**config.mk**
```make
export PLATFORM = sky130hd
export DESIGN_NAME = ffba_ctrl
export DESIGN_NICKNAME = d
export VERILOG_FILES = /design/src/rtl/core/assert_macros.svh /design/src/rtl/core/ffba_pkg.sv /design/src/rtl/core/ffba_ctrl.sv
export SDC_FILE = /design/constraint.sdc
export NUM_CORES = 1
export LEC_CHECK = 0
export ABC_AREA = 1
export BUFFER_PORTS_ARGS = -buffer_cell sky130_fd_sc_hd__buf_2
export CORE_AREA = 2 2 39 41
export CTS_CLUSTER_DIAMETER = 60
export CTS_CLUSTER_SIZE = 30
export DETAILED_ROUTE_END_ITERATION = 10
export DIE_AREA = 0 0 41 43
export PLACE_DENSITY_LB_ADDON = 0.15
export REMOVE_ABC_BUFFERS = 1
export SYNTH_ARGS = -nofsm -noshare
export SYNTH_HDL_FRONTEND = slang
export SYNTH_SLANG_ARGS = --single-unit
```
**constraint.sdc**
```tcl
create_clock -name aclk -period 2.7 [get_ports aclk]
set_input_delay 0.405 -clock aclk [delete_from_list [all_inputs] [get_ports aclk]]
set_output_delay 0.405 -clock aclk [all_outputs]
set_load 0.01 [all_outputs]
```
**src/rtl/core/assert_macros.svh**
```systemverilog
// Assertion macros shared by the allocator RTL.
`ifndef ASSERT_MACROS_SVH
`define ASSERT_MACROS_SVH
// Property that must hold at every clock edge outside reset.
`define ASSERT_CLK(label, prop, msg) \
    label: assert property (@(posedge aclk) disable iff (!aresetn) (prop)) else $error(msg);
// Implication whose consequent is checked in the cycle after the antecedent.
`define ASSERT_NEXT(label, ante, cons, msg) \
    label: assert property (@(posedge aclk) disable iff (!aresetn) (ante) |=> (cons)) \
        else $error(msg);
`endif

```
**src/rtl/core/ffba_pkg.sv**
```systemverilog
// Package with types and constants for the first-fit block allocator.
package ffba_pkg;
    localparam int TableEntriesDef = 256;
    localparam int AddrBitsDef     = 32;

    typedef enum logic [1:0] {
        OP_ALLOC = 2'd0,
        OP_FREE  = 2'd1,
        OP_ADD   = 2'd2,
        OP_NONE  = 2'd3
    } opcode_t;

    typedef enum logic [1:0] {
        ST_OK        = 2'd0,
        ST_NO_FIT    = 2'd1,
        ST_FULL      = 2'd2,
        ST_NOT_FOUND = 2'd3
    } status_t;

    typedef enum logic [1:0] {
        E_UNUSED = 2'd0,
        E_FREE   = 2'd1,
        E_USED   = 2'd2
    } estat_t;

    typedef enum logic [3:0] {
        S_CLEAR,
        S_IDLE,
        S_SCAN1,
        S_WAIT1,
        S_DECIDE1,
        S_SCAN2,
        S_WAIT2,
        S_COMMIT,
        S_WR2,
        S_WR3,
        S_OUT
    } state_t;

    // Controller to datapath.
    typedef struct packed {
        logic clear_step; // clear one status entry after reset
        logic load;       // capture the new item
        logic scan_start; // reset index and read-valid flag
        logic scan_step;  // advance index, issue a read
        logic scan_pass2; // second pass of free (neighbour search)
        logic decide;     // evaluate first-pass results
        logic wr_a;       // perform first table write
        logic wr_b;       // second write
        logic wr_c;       // third write
        logic out_load;   // capture the result
    } ffba_cmd_t;

    // Datapath to controller.
    typedef struct packed {
        logic scan_last;  // issued read is the last entry
        logic done_early; // search satisfied, scan can stop
        logic fail;       // operation ends with an error
        logic need_pass2; // free needs neighbour pass
        logic nwrites_b;  // a second write is needed
        logic nwrites_c;  // a third write is needed
    } ffba_sts_t;
endpackage

```
**src/rtl/core/ffba_ctrl.sv**
```systemverilog
// Controller state machine of the first-fit block allocator.
module ffba_ctrl (
    input  logic                 aclk,
    input  logic                 aresetn,
    input  logic                 in_fire,
    input  logic                 out_busy,
    input  logic                 out_fire,
    input  ffba_pkg::ffba_sts_t  sts,
    output ffba_pkg::ffba_cmd_t  cmd,
    output logic                 in_ready
);
    import ffba_pkg::*;

    state_t state_reg, state_next;

    always_ff @(posedge aclk) begin
        if (!aresetn) begin
            state_reg <= S_CLEAR;
        end else begin
            state_reg <= state_next;
        end
    end

    always_comb begin
        state_next = state_reg;
        case (state_reg)
            S_CLEAR:   if (sts.scan_last) state_next = S_IDLE;
            S_IDLE:    if (in_fire) state_next = S_SCAN1;
            S_SCAN1:   if (sts.scan_last || sts.done_early) state_next = S_WAIT1;
            S_WAIT1:   state_next = S_DECIDE1;
            S_DECIDE1: begin
                if (sts.fail) state_next = S_OUT;
                else if (sts.need_pass2) state_next = S_SCAN2;
                else state_next = S_COMMIT;
            end
            S_SCAN2:   if (sts.scan_last || sts.done_early) state_next = S_WAIT2;
            S_WAIT2:   state_next = S_COMMIT;
            S_COMMIT:  state_next = sts.nwrites_b ? S_WR2 : S_OUT;
            S_WR2:     state_next = sts.nwrites_c ? S_WR3 : S_OUT;
            S_WR3:     state_next = S_OUT;
            S_OUT:     if (!out_busy || out_fire) state_next = S_IDLE;
            default:   state_next = S_IDLE;
        endcase
    end

    always_comb begin
        cmd = '0;
        in_ready = 1'b0;
        case (state_reg)
            S_CLEAR:   cmd.clear_step = 1'b1;
            S_IDLE: begin
                in_ready = 1'b1;
                cmd.load = in_fire;
                cmd.scan_start = in_fire;
            end
            S_SCAN1:   cmd.scan_step = 1'b1;
            S_DECIDE1: begin
                cmd.decide = 1'b1;
                cmd.scan_start = 1'b1;
            end
            S_SCAN2: begin
                cmd.scan_step = 1'b1;
                cmd.scan_pass2 = 1'b1;
            end
            S_WAIT2:   cmd.scan_pass2 = 1'b1;
            S_COMMIT:  cmd.wr_a = 1'b1;
            S_WR2:     cmd.wr_b = 1'b1;
            S_WR3:     cmd.wr_c = 1'b1;
            S_OUT:     cmd.out_load = !out_busy || out_fire;
            default:   ;
        endcase
    end
endmodule

```
# Yosys cells after proc, flatten, opt, wreduce, memory -nomap -nowiden

Index checks and enable logic that the tools add are counted.

Flip-flop bits (word level): 4
Output and inout port bits: 11
Logic and storage cells: 44

Reduce and logical (&&, ||, !) cells: 7
Multiplexer cells: 21
Eq/ne operators: 15

Operators with widths:

| operator                                            | number |
|---|---|
| case mux 4 bit (11 select lines)                    | 1 |
| two-way mux 4 bit                                   | 6 |
| equality test 4 x 3 -> 1 bit, second input constant | 4 |
| equality test 4 bit, second input constant          | 3 |
| two-way mux 1 bit                                   | 10 |
| inequality test 2 bit, second input constant        | 5 |
| equality test 4 x 2 -> 1 bit, second input constant | 2 |
| two-way mux 2 bit                                   | 3 |
| AND reduction 5 bit                                 | 1 |
| equality test 4 x 1 -> 1 bit, second input constant | 1 |
| logical NOT 4 bit                                   | 1 |
| OR reduction 2 bit                                  | 2 |
| logical OR 1 bit                                    | 2 |
| case mux 1 bit (2 select lines)                     | 1 |
| logical NOT 1 bit                                   | 1 |

# Depth between registers and ports, before layout

Gate-level depths: netlist of run 1.

Word-level depth: 4
Gate-level depth with buffers: 10

# Worst setup path before layout of run 1

OpenSTA, ideal clock, no wires.

Path type: register to output
Start: register state_reg[2]
End: output port cmd[7] (netlist name)
Slack: 1,242 ps
Cell stages (with the launch flop): 6
Arrival time: 1,053 ps
Path through: dfxtp_1 -> nor2_1 -> inv_2 -> nor2_4 -> inv_1 -> o22ai_1

RTL lines:

| item                     | RTL line        | text |
|---|---|---|
| start: declaration       | ffba_ctrl.sv:14 | `state_t state_reg, state_next;` |
| start signal: assignment | ffba_ctrl.sv:20 | `state_reg <= state_next;` |
| end: declaration         | ffba_ctrl.sv:9  | `output ffba_pkg::ffba_cmd_t cmd,` |

==> metrics.md, run 1 <==
| Metric | Value |
|---|---|
| Root Driver | `clkbuf_4` |
| Post-synth cell types | `18` |
| Fin. Hold Viols | `0` |
| Routability congestion estimate | `approximately 0.9` |
| Final Setup Violations | `0` |
| HP Class | `input port to register` |
| Min Hold Slack | `between 0.3 and 0.4 ns` |
| Synth top area cells | `nand2_1 21%, dfxtp_1 19%, nor2_1 14%` |
| DR WL/cell | `9.48 µm` |
| Io pins | `22` |
| Starting Density | `0.311` |
| Syn_area_per_cell | `just over 5 µm²` |
| Area growth from synthesis to final layout | `34.3%` |
| Yosys top cell area share | `0.209` |
| Critical path peak fanout | `5` |
| CP Capture Type | `output port` |
| Die footprint | `0.00176 mm²` |
| Post-cts gate resize count | `0` |
| Worst r2r src | `state_reg[1]` |
| Fin cells | `124` |
| Via count | `between 500 and 600` |
| I/O Buffers | `21` |
| Slew @ Worst Pin | `between 0.3 and 0.4 ns` |
| Residual DRC | `0` |
| R2R Setup Slk | `1.32 ns` |
| Final worst slack | `around 0.90 ns` |
| Longest Clk Path Bufs | `2` |
| Final nets | `~120` |
| Pre-CTS setup slack | `between 1 and 1.5 ns` |
| # diodes | `0` |
| Sequential area share after synthesis | `0.186` |
| Synth warn | `0` |
| FF+latch count, synth | `4` |
| CP required | `~2.3 ns` |
| Routed Antenna Nets | `0` |
| Fmax | `around 550 MHz` |
| Max Cap Viol | `0` |
| Cells after synthesis | `between 80 and 90` |
| Hold depth | `3` |
| Grt total ovfl | `0` |
| Cell taking the most area after synthesis | `nand2_1` |
| HPWL after detailed placement | `~1.0 mm` |
| Cts hold-fix bufs | `0` |
| Vias in the first global route | `507` |
| Worst EP arrival | `between 1 and 1.5 ns` |
| Min Tclk post-route | `about 1.8 ns` |
| Initial antenna violation count | `0` |
| FP Rows | `14` |
| Rel. slew slack | `0.777` |
| Reg-to-Reg End | `state_reg[0]` |
| Total wire length | `approximately 1.2 mm` |
| Placed Instances | `around 120` |
| Total GRT Usage | `0.176` |
| Status | `finished, final reports clean` |
| CTS Buf Count | `3` |
| Total negative slack | `0 ns` |
| Max reg flops | `4` |
| Leak | `0.000347 µW` |
| Power Density | `approximately 840 mW/mm²` |
| FF/Latch Area | `approximately 80 µm²` |
| Core ar. | `approximately 0.0014 mm²` |
| Post-CTS Setup Repair Bufs | `0` |
| R2r worst-path depth | `9` |
| CTS tree | `done` |
| Fillers | `170` |
| Die Ht | `43 µm` |
| Mapped Area | `approximately 430 µm²` |
| Clock Skews | `roughly 0.0015 ns` |
| DR iter-0 viols | `16` |
| Leading cell types in the layout, fill and taps excluded | `24 x nand2_1, 21 x buf_2, 16 x nor2_1, 9 x inv_1, 7 x inv_2` |
| Clock Sinks | `4` |
| Crit path launch type | `register` |
| RSZ-0062 raised after global routing | `false` |
| Clock Latency Late Sink | `about 0.24 ns` |
| Crit share post-route | `0.668` |
| Die span in x | `41 µm` |
| Worst setup path class | `register to output port` |
| HP Start | `aresetn` |
| Final Max Tran Viols | `0` |
| Number of vias per cell | `between 4 and 5` |
| Commonest non-fill, non-tap cell in the layout | `nand2_1` |
| First-pass GRT wire length | `around 2.1 mm` |
| Layout cells sized above 1 | `0.352` |
| CTS clk-pin slew, worst paths | `about 0.040 ns` |
| DRT Pass-1 Iters | `4` |
| Area of the multi-input gates | `287 µm²` |
| Largest net degree at the start of global routing | `7` |
| Worst vdd ir | `0.348 mV` |
| Hold endpoint | `state_reg[3]` |
| H-tree depth | `1` |
## per-stage QoR
stage	power (µW)	instance area (µm²)	util
after floorplan	323	430	-
after global placement	412	556	0.401
final	484	578	0.418
after CTS	489	578	0.418
after global routing	546	578	0.418
after detailed placement	412	556	0.401
## cell families (layout without fill, tap and decap cells)
family,Yosys count,count (layout),share of synthesized area
flops,4,4,0.186
simple gates,56,56,0.576
compound gates,7,7,0.0901
buf+inv,17,41,0.148
## where the power goes
| group | switching (µW) | internal [µW] |
|---|---|---|
| Clock | 24.6 | 49.7 |
| Combinational | 198 | 109 |
| Sequential | 26.1 | 76.3 |
## critical path, cell delays in order (launching register included)
cell	delay, ns
dfxtp_1	0.33
nor2_1	0.30
inv_2	0.10
nor2_4	0.12
inv_1	0.06
o22ai_1	0.10
buf_2	0.15
## synth_stat cells, drive strengths merged
master  count
nand2      26
nor2       21
inv        16
nand3       5
dfxtp       4
o21ai       3
a21oi       2
nor3        2
clkinv      1
nand3b      1
nand4       1
o211ai      1
o22ai       1
## per-layer routing
| metal | vias to the layer above | track usage | part of all wire |
|---|---|---|---|
| met5 | - | 0 | 0 |
| met4 | 0 | 0.0533 | 0.0085 |
| met3 | 2 | 0.0890 | 0.085 |
| met2 | 22 | 0.244 | 0.44 |
| met1 | 242 | 0.232 | 0.46 |
| li1 | 306 | - | - |
## layout make-up
cell class                      instances  area share
Sequential cell                         4       0.139
Timing Repair Buffer                   21       0.182
Multi-Input combinational cell         63       0.496
Inverter                               17       0.110
Tap cell                               16      0.0346
Clock buffer                            3      0.0390
## how the worst max path moves through the flow
stage / cells after the start / slack (ns) / endpoint / start
2_1_floorplan: 5 / 1.24 / cmd[7] / state_reg[2]
3_5_place_dp: 6 / 1.15 / cmd[7] / state_reg[2]
3_3_place_gp: 6 / 1.17 / cmd[7] / state_reg[3]
4_1_cts: 6 / 0.89 / cmd[7] / state_reg[2]
5_1_grt: 6 / 0.74 / cmd[7] / state_reg[3]
6_report: 6 / 0.90 / cmd[7] / state_reg[2]
(Power assumes the default switching activity.)
==> run 2: changes to the inputs <==
- clock period: 2.7 -> 1.65 ns (I/O delays scaled with it)
==> run 2 against run 1 <==
  * Register-to-register slack lost 1.0 ns
  * Combinational power grew 67%
  * First-iteration DRC count shrank 38%
  * Critical path type unchanged
  * Critical endpoint unchanged
==> metrics.md, run 2 (synthesis results as in run 1) <==
| Metric | Value |
|---|---|
| CP required | `1.40 ns` |
| FF/Latch Area | `81.3 µm²` |
| Crit path launch type | `register` |
| Max reg flops | `4` |
| HPWL after detailed placement | `roughly 1000 µm` |
| Die span in x | `just over 40 µm` |
| Min Tclk post-route | `around 1.5 ns` |
| CTS tree | `done` |
| Cts hold-fix bufs | `0` |
| Status | `finished, final reports clean` |
| HP Start | `aresetn` |
| Clock Sinks | `4` |
| Number of vias per cell | `between 4 and 5` |
| Total negative slack | `0 ns` |
| Die footprint | `0.00176 mm²` |
| Routed Antenna Nets | `0` |
| Routing usage on met1 | `0.218` |
| Rel. slew slack | `0.837` |
| Residual DRC | `0` |
| DR WL/cell | `around 9 µm` |
| Worst setup path class | `register to output port` |
| H-tree depth | `1` |
| Max Cap Viol | `0` |
| Via count | `566` |
| Core ar. | `0.00138 mm²` |
| Fin. Hold Viols | `0` |
| Commonest non-fill, non-tap cell in the layout | `nand2_1` |
| CTS Buf Count | `3` |
| Initial antenna violation count | `0` |
| Critical path's slowest cell | `dfxtp_2` |
| Clock Latency Late Sink | `around 0.23 ns` |
| Met2 Track Usage GR | `0.256` |
| Critical Path Max Stage Delay | `0.36 ns` |
| Root Driver | `clkbuf_4` |
| Final Setup Violations | `0` |
| Worst vdd ir | `approximately 0.62 mV` |
| Total GRT Usage | `0.165` |
| RSZ-0062 raised after global routing | `false` |
| Min Hold Slack | `0.260 ns` |
| HP Class | `input port to register` |
| First-pass GRT wire length | `just over 2 mm` |
| Grt met3 use | `0.0471` |
| Io pins | `22` |
| Clock Skews | `just over 0.0009 ns` |
| Longest Clk Path Bufs | `2` |
| Buf/Inv on CP | `4` |
| Area growth from synthesis to final layout | `36.3%` |
| Die Ht | `43 µm` |
| Power Density | `around 1400 mW/mm²` |
| # diodes | `0` |
| Final nets | `about 120` |
| Fmax | `about 670 MHz` |
| CTS clk-pin slew, worst paths | `0.04 ns` |
| Starting Density | `0.311` |
| Crit path from | `state_reg[0]` |
| Cell family with most CP delay | `flip-flops` |
| Crit share post-route | `0.900` |
| CP Capture Type | `output port` |
| Fillers | `~160` |
| Total wire length | `~1.2 mm` |
| Worst r2r src | `state_reg[1]` |
| DR iter-0 viols | `10` |
| Largest net degree at the start of global routing | `7` |
| Area of the multi-input gates | `287 µm²` |
| Final Max Tran Viols | `0` |
| FP Rows | `14` |
| Busiest grt layer | `met2` |
| Vias in the first global route | `about 510` |
| I/O Buffers | `21` |
| Leading cell types in the layout, fill and taps excluded | `24 x nand2_1, 21 x buf_2, 16 x nor2_1, 9 x inv_1, 7 x inv_2` |
| Leak | `about 0.00035 µW` |
| CP dominant cell by count | `inv_2` |
| Routability congestion estimate | `roughly 0.87` |
| DRT Pass-1 Iters | `4` |
| Slew @ Worst Pin | `approximately 0.24 ns` |
| Post-cts gate resize count | `0` |
| Post-CTS Setup Repair Bufs | `0` |
| Layout cells sized above 1 | `0.367` |
| Critical path peak fanout | `5` |
| Worst EP arrival | `1.24 ns` |
| Grt total ovfl | `0` |
| Crit path cell chain | `inv_2, nor2_2, inv_2, nor2_4, inv_1, o22ai_1, buf_2` |
==> run 2: cell count changes in the layout (fill, tap and decap cells not counted), sizes merged <==
cell / delta
buf: +1
==> run 2: layout make-up <==
cell class / instances / area share
Multi-Input combinational cell: 63 / 0.488
Timing Repair Buffer: 22 / 0.192
Sequential cell: 4 / 0.139
Inverter: 17 / 0.109
Clock buffer: 3 / 0.0384
Tap cell: 16 / 0.0341
==> run 2: per-stage QoR <==
step	total power (µW)	instances	utilization	cell area, µm²	worst slack, ns
finish	798	125	0.424	587	0.164
global route	892	125	0.424	587	0.0496
CTS	809	125	0.423	586	0.0813
detailed placement	684	122	0.407	563	0.311
global placement	685	122	0.407	563	0.282
floorplan	528	84	-	430	0.349
==> run 2: path summary, 6_finish.rpt <==
check                               endpoint  slack, ns  depth (start not counted)
worst min register to register  state_reg[0]       0.60                          4
worst max-delay path                  cmd[7]       0.16                          7
worst min-delay path            state_reg[3]       0.26                          3
worst max register to register  state_reg[0]       0.30                          9
==> run 2: metal layers <==
layer | part of all wire | vias to the layer above
li1 | - | 311
met3 | 0.048 | 0
met5 | 0 | -
met1 | 0.46 | 240
met2 | 0.49 | 15
met4 | 0 | 0
==> run 2: tightest hold or removal path: stages <==
cell     delay (ns)
buf_2          0.11
nand2_1        0.06
inv_1          0.04
==> run 2: power by group <==
part / internal, µW / switching, µW
sequential: 127 / 40.1
clock: 81.1 / 36.2
combinational: 188 / 326
==> run 3: changes to the inputs <==
- ABC_AREA: 1 -> default
==> run 3 against run 2 <==
  * Fmax shrank 5.0%
  * Largest power group unchanged
  * Register-to-register slack is essentially flat
  * Flip-flop and latch count is the same
  * First-iteration DRC count shrank 60%
==> metrics.md, run 3 <==
| Metric | Value |
|---|---|
| FP Rows | `14` |
| Sequential area share after synthesis | `0.163` |
| Mapped Area | `approximately 490 µm²` |
| Via count | `between 500 and 600` |
| Rel. slew slack | `0.725` |
| Worst setup path class | `register to output port` |
| Power Density | `between 900 and 1000 mW/mm²` |
| Buf/Inv on CP | `1` |
| Area growth from synthesis to final layout | `30.8%` |
| Clock Skews | `0.00160 ns` |
| Layout cells sized above 1 | `0.477` |
| Min Tclk post-route | `1.56 ns` |
| Max reg flops | `4` |
| Slew @ Worst Pin | `approximately 0.41 ns` |
| Design area | `approximately 640 µm²` |
| Vias in the first global route | `approximately 440` |
| HPWL after detailed placement | `939 µm` |
| Total wire length | `approximately 1.2 mm` |
| Grt total ovfl | `0` |
| FFs w/ async S/R, synth | `0` |
| Leading cell types in the layout, fill and taps excluded | `21 x buf_2, 6 x nand2_1, 6 x nor2_1, 5 x buf_4, 4 x nand2b_1` |
| Cell taking the most area after synthesis | `dfxtp_1` |
| H-tree depth | `1` |
| Commonest non-fill, non-tap cell in the layout | `buf_2` |
| Post-synth EDFFs | `0` |
| Critical path peak fanout | `7` |
| Initial antenna violation count | `0` |
| HP Class | `input port to register` |
| Placement Cell Area | `between 600 and 700 µm²` |
| Final Setup Violations | `0` |
| RSZ-0062 raised after global routing | `false` |
| Post-synth cell types | `36` |
| Die span in x | `~41 µm` |
| CTS clk-pin slew, worst paths | `roughly 0.040 ns` |
| Yosys top cell area share | `0.163` |
| Longest Clk Path Bufs | `2` |
| Final nets | `99` |
| FF/Latch Area | `between 80 and 90 µm²` |
| Largest net degree at the start of global routing | `12` |
| Die Ht | `roughly 43 µm` |
| Crit path cell chain | `or2_4, nor2_2, and2_1, or2_1, buf_2` |
| Max Cap Viol | `0` |
| # diodes | `0` |
| Starting Density | `0.355` |
| Tot Pwr | `around 630 µW` |
| Total GRT Usage | `0.142` |
| Total negative slack | `0 ns` |
| Fillers | `145` |
| CP required | `~1.4 ns` |
| Final Max Tran Viols | `0` |
| First-pass GRT wire length | `approximately 1.8 mm` |
| Synth top area cells | `dfxtp_1 16%, nand2b_1 6.4%, nor2_1 5.3%` |
| CTS tree | `done` |
| Routed Antenna Nets | `0` |
| CTS Buf Count | `3` |
| Root Driver | `clkbuf_4` |
| DRT Pass-1 Iters | `4` |
| I/O Buffers | `21` |
| Routability congestion estimate | `between 0.7 and 0.8` |
| Cells after synthesis | `63` |
| Number of vias per cell | `about 5.0` |
| Clock Sinks | `4` |
| Fmax | `~640 MHz` |
| CP Capture Type | `output port` |
| Crit share post-route | `0.948` |
| Area of the multi-input gates | `approximately 370 µm²` |
| FF+latch count, synth | `4` |
| DR WL/cell | `11.3 µm` |
| Clock Latency Late Sink | `around 0.23 ns` |
| Core ar. | `roughly 0.0014 mm²` |
| Syn_area_per_cell | `7.81 µm²` |
| Most frequent cell after synthesis | `nor2_1` |
| Critical path's slowest cell | `dfxtp_2` |
| Residual DRC | `0` |
| Fin. Hold Viols | `0` |
| Io pins | `22` |
| Min Hold Slack | `around 0.31 ns` |
| Critical Path Max Stage Delay | `0.34 ns` |
| Worst EP arrival | `approximately 1.3 ns` |
| Synth Flop Type | `dfxtp_1` |
| Cts hold-fix bufs | `0` |
| Status | `finished, final reports clean` |
| Leak | `around 0.00030 µW` |
| Cell family with most CP delay | `simple AND/OR/NAND/NOR gates` |
| DR iter-0 viols | `4` |
| Synth cell count leaders | `7 x nor2_1, 6 x nand2_1, 5 x nand2b_1` |
| Worst vdd ir | `0.574 mV` |
| Crit path launch type | `register` |
| Synth warn | `0` |
| Die footprint | `~0.0018 mm²` |
-- run 3: logic make-up (layout without fill, tap and decap cells) --
kind of cell | count (synthesis) | after routing | synth area share
AOI/OAI and AO/OA | 16 | 16 | 0.277
DFF | 4 | 4 | 0.163
and+or+nand+nor | 35 | 35 | 0.443
xor gates and xnor gates | 1 | 1 | 0.0178
buffers and inverters | 7 | 30 | 0.0992
-- run 3: cell type report --
cell class,count,share of cell area
Inverter,1,0.00584
Timing Repair Buffer,26,0.222
Multi-Input combinational cell,52,0.572
Tap cell,16,0.0311
Clock buffer,3,0.0350
Sequential cell,4,0.134
-- run 3: path summary, 6_finish.rpt --
path,startpoint,end,slack [ns],cells past startpoint
setup / recovery,state_reg[1],cmd[7],0.09,5
hold / removal,aresetn,state_reg[3],0.31,2
hold reg to reg,state_reg[2],state_reg[2],0.51,1
setup reg to reg,state_reg[0],state_reg[1],0.30,5
-- run 3: timing repair --
item	in CTS	in global routing
buffers inserted	0	0
setup endpoints to repair	1	2
resized for setup	2	4
-- run 3: where the power goes --
part	internal [µW]	leakage, µW	switching (µW)
logic	174	0.000249	191
registers	115	0.0000341	33.4
clock network	81.3	0.0000138	38.2
-- run 3: worst register-to-register path: cells and delay by family, from the launching register on --
| kind | cells | cell delay, ns |
|---|---|---|
| DFF | 1 | 0.36 |
| and+or+nand+nor | 2 | 0.35 |
| AOI/OAI and AO/OA | 2 | 0.38 |
| buffers and inverters | 1 | 0.16 |
-- run 3: metrics by stage --
stage                     worst slack [ns]  utilization  cells
final                               0.0862        0.465    102
after global routing               0.00722        0.465    102
after CTS                           0.0119        0.458    102
after detailed placement             0.174        0.440     99
after global placement               0.166        0.440     99
after floorplan                     0.0618            -     57
-- run 3: routing by layer --
layer / track usage / wire [µm]
met5: 0 / 0
met4: 0.0400 / 0
met3: 0.0314 / 56
met2: 0.213 / 537
met1: 0.196 / 561
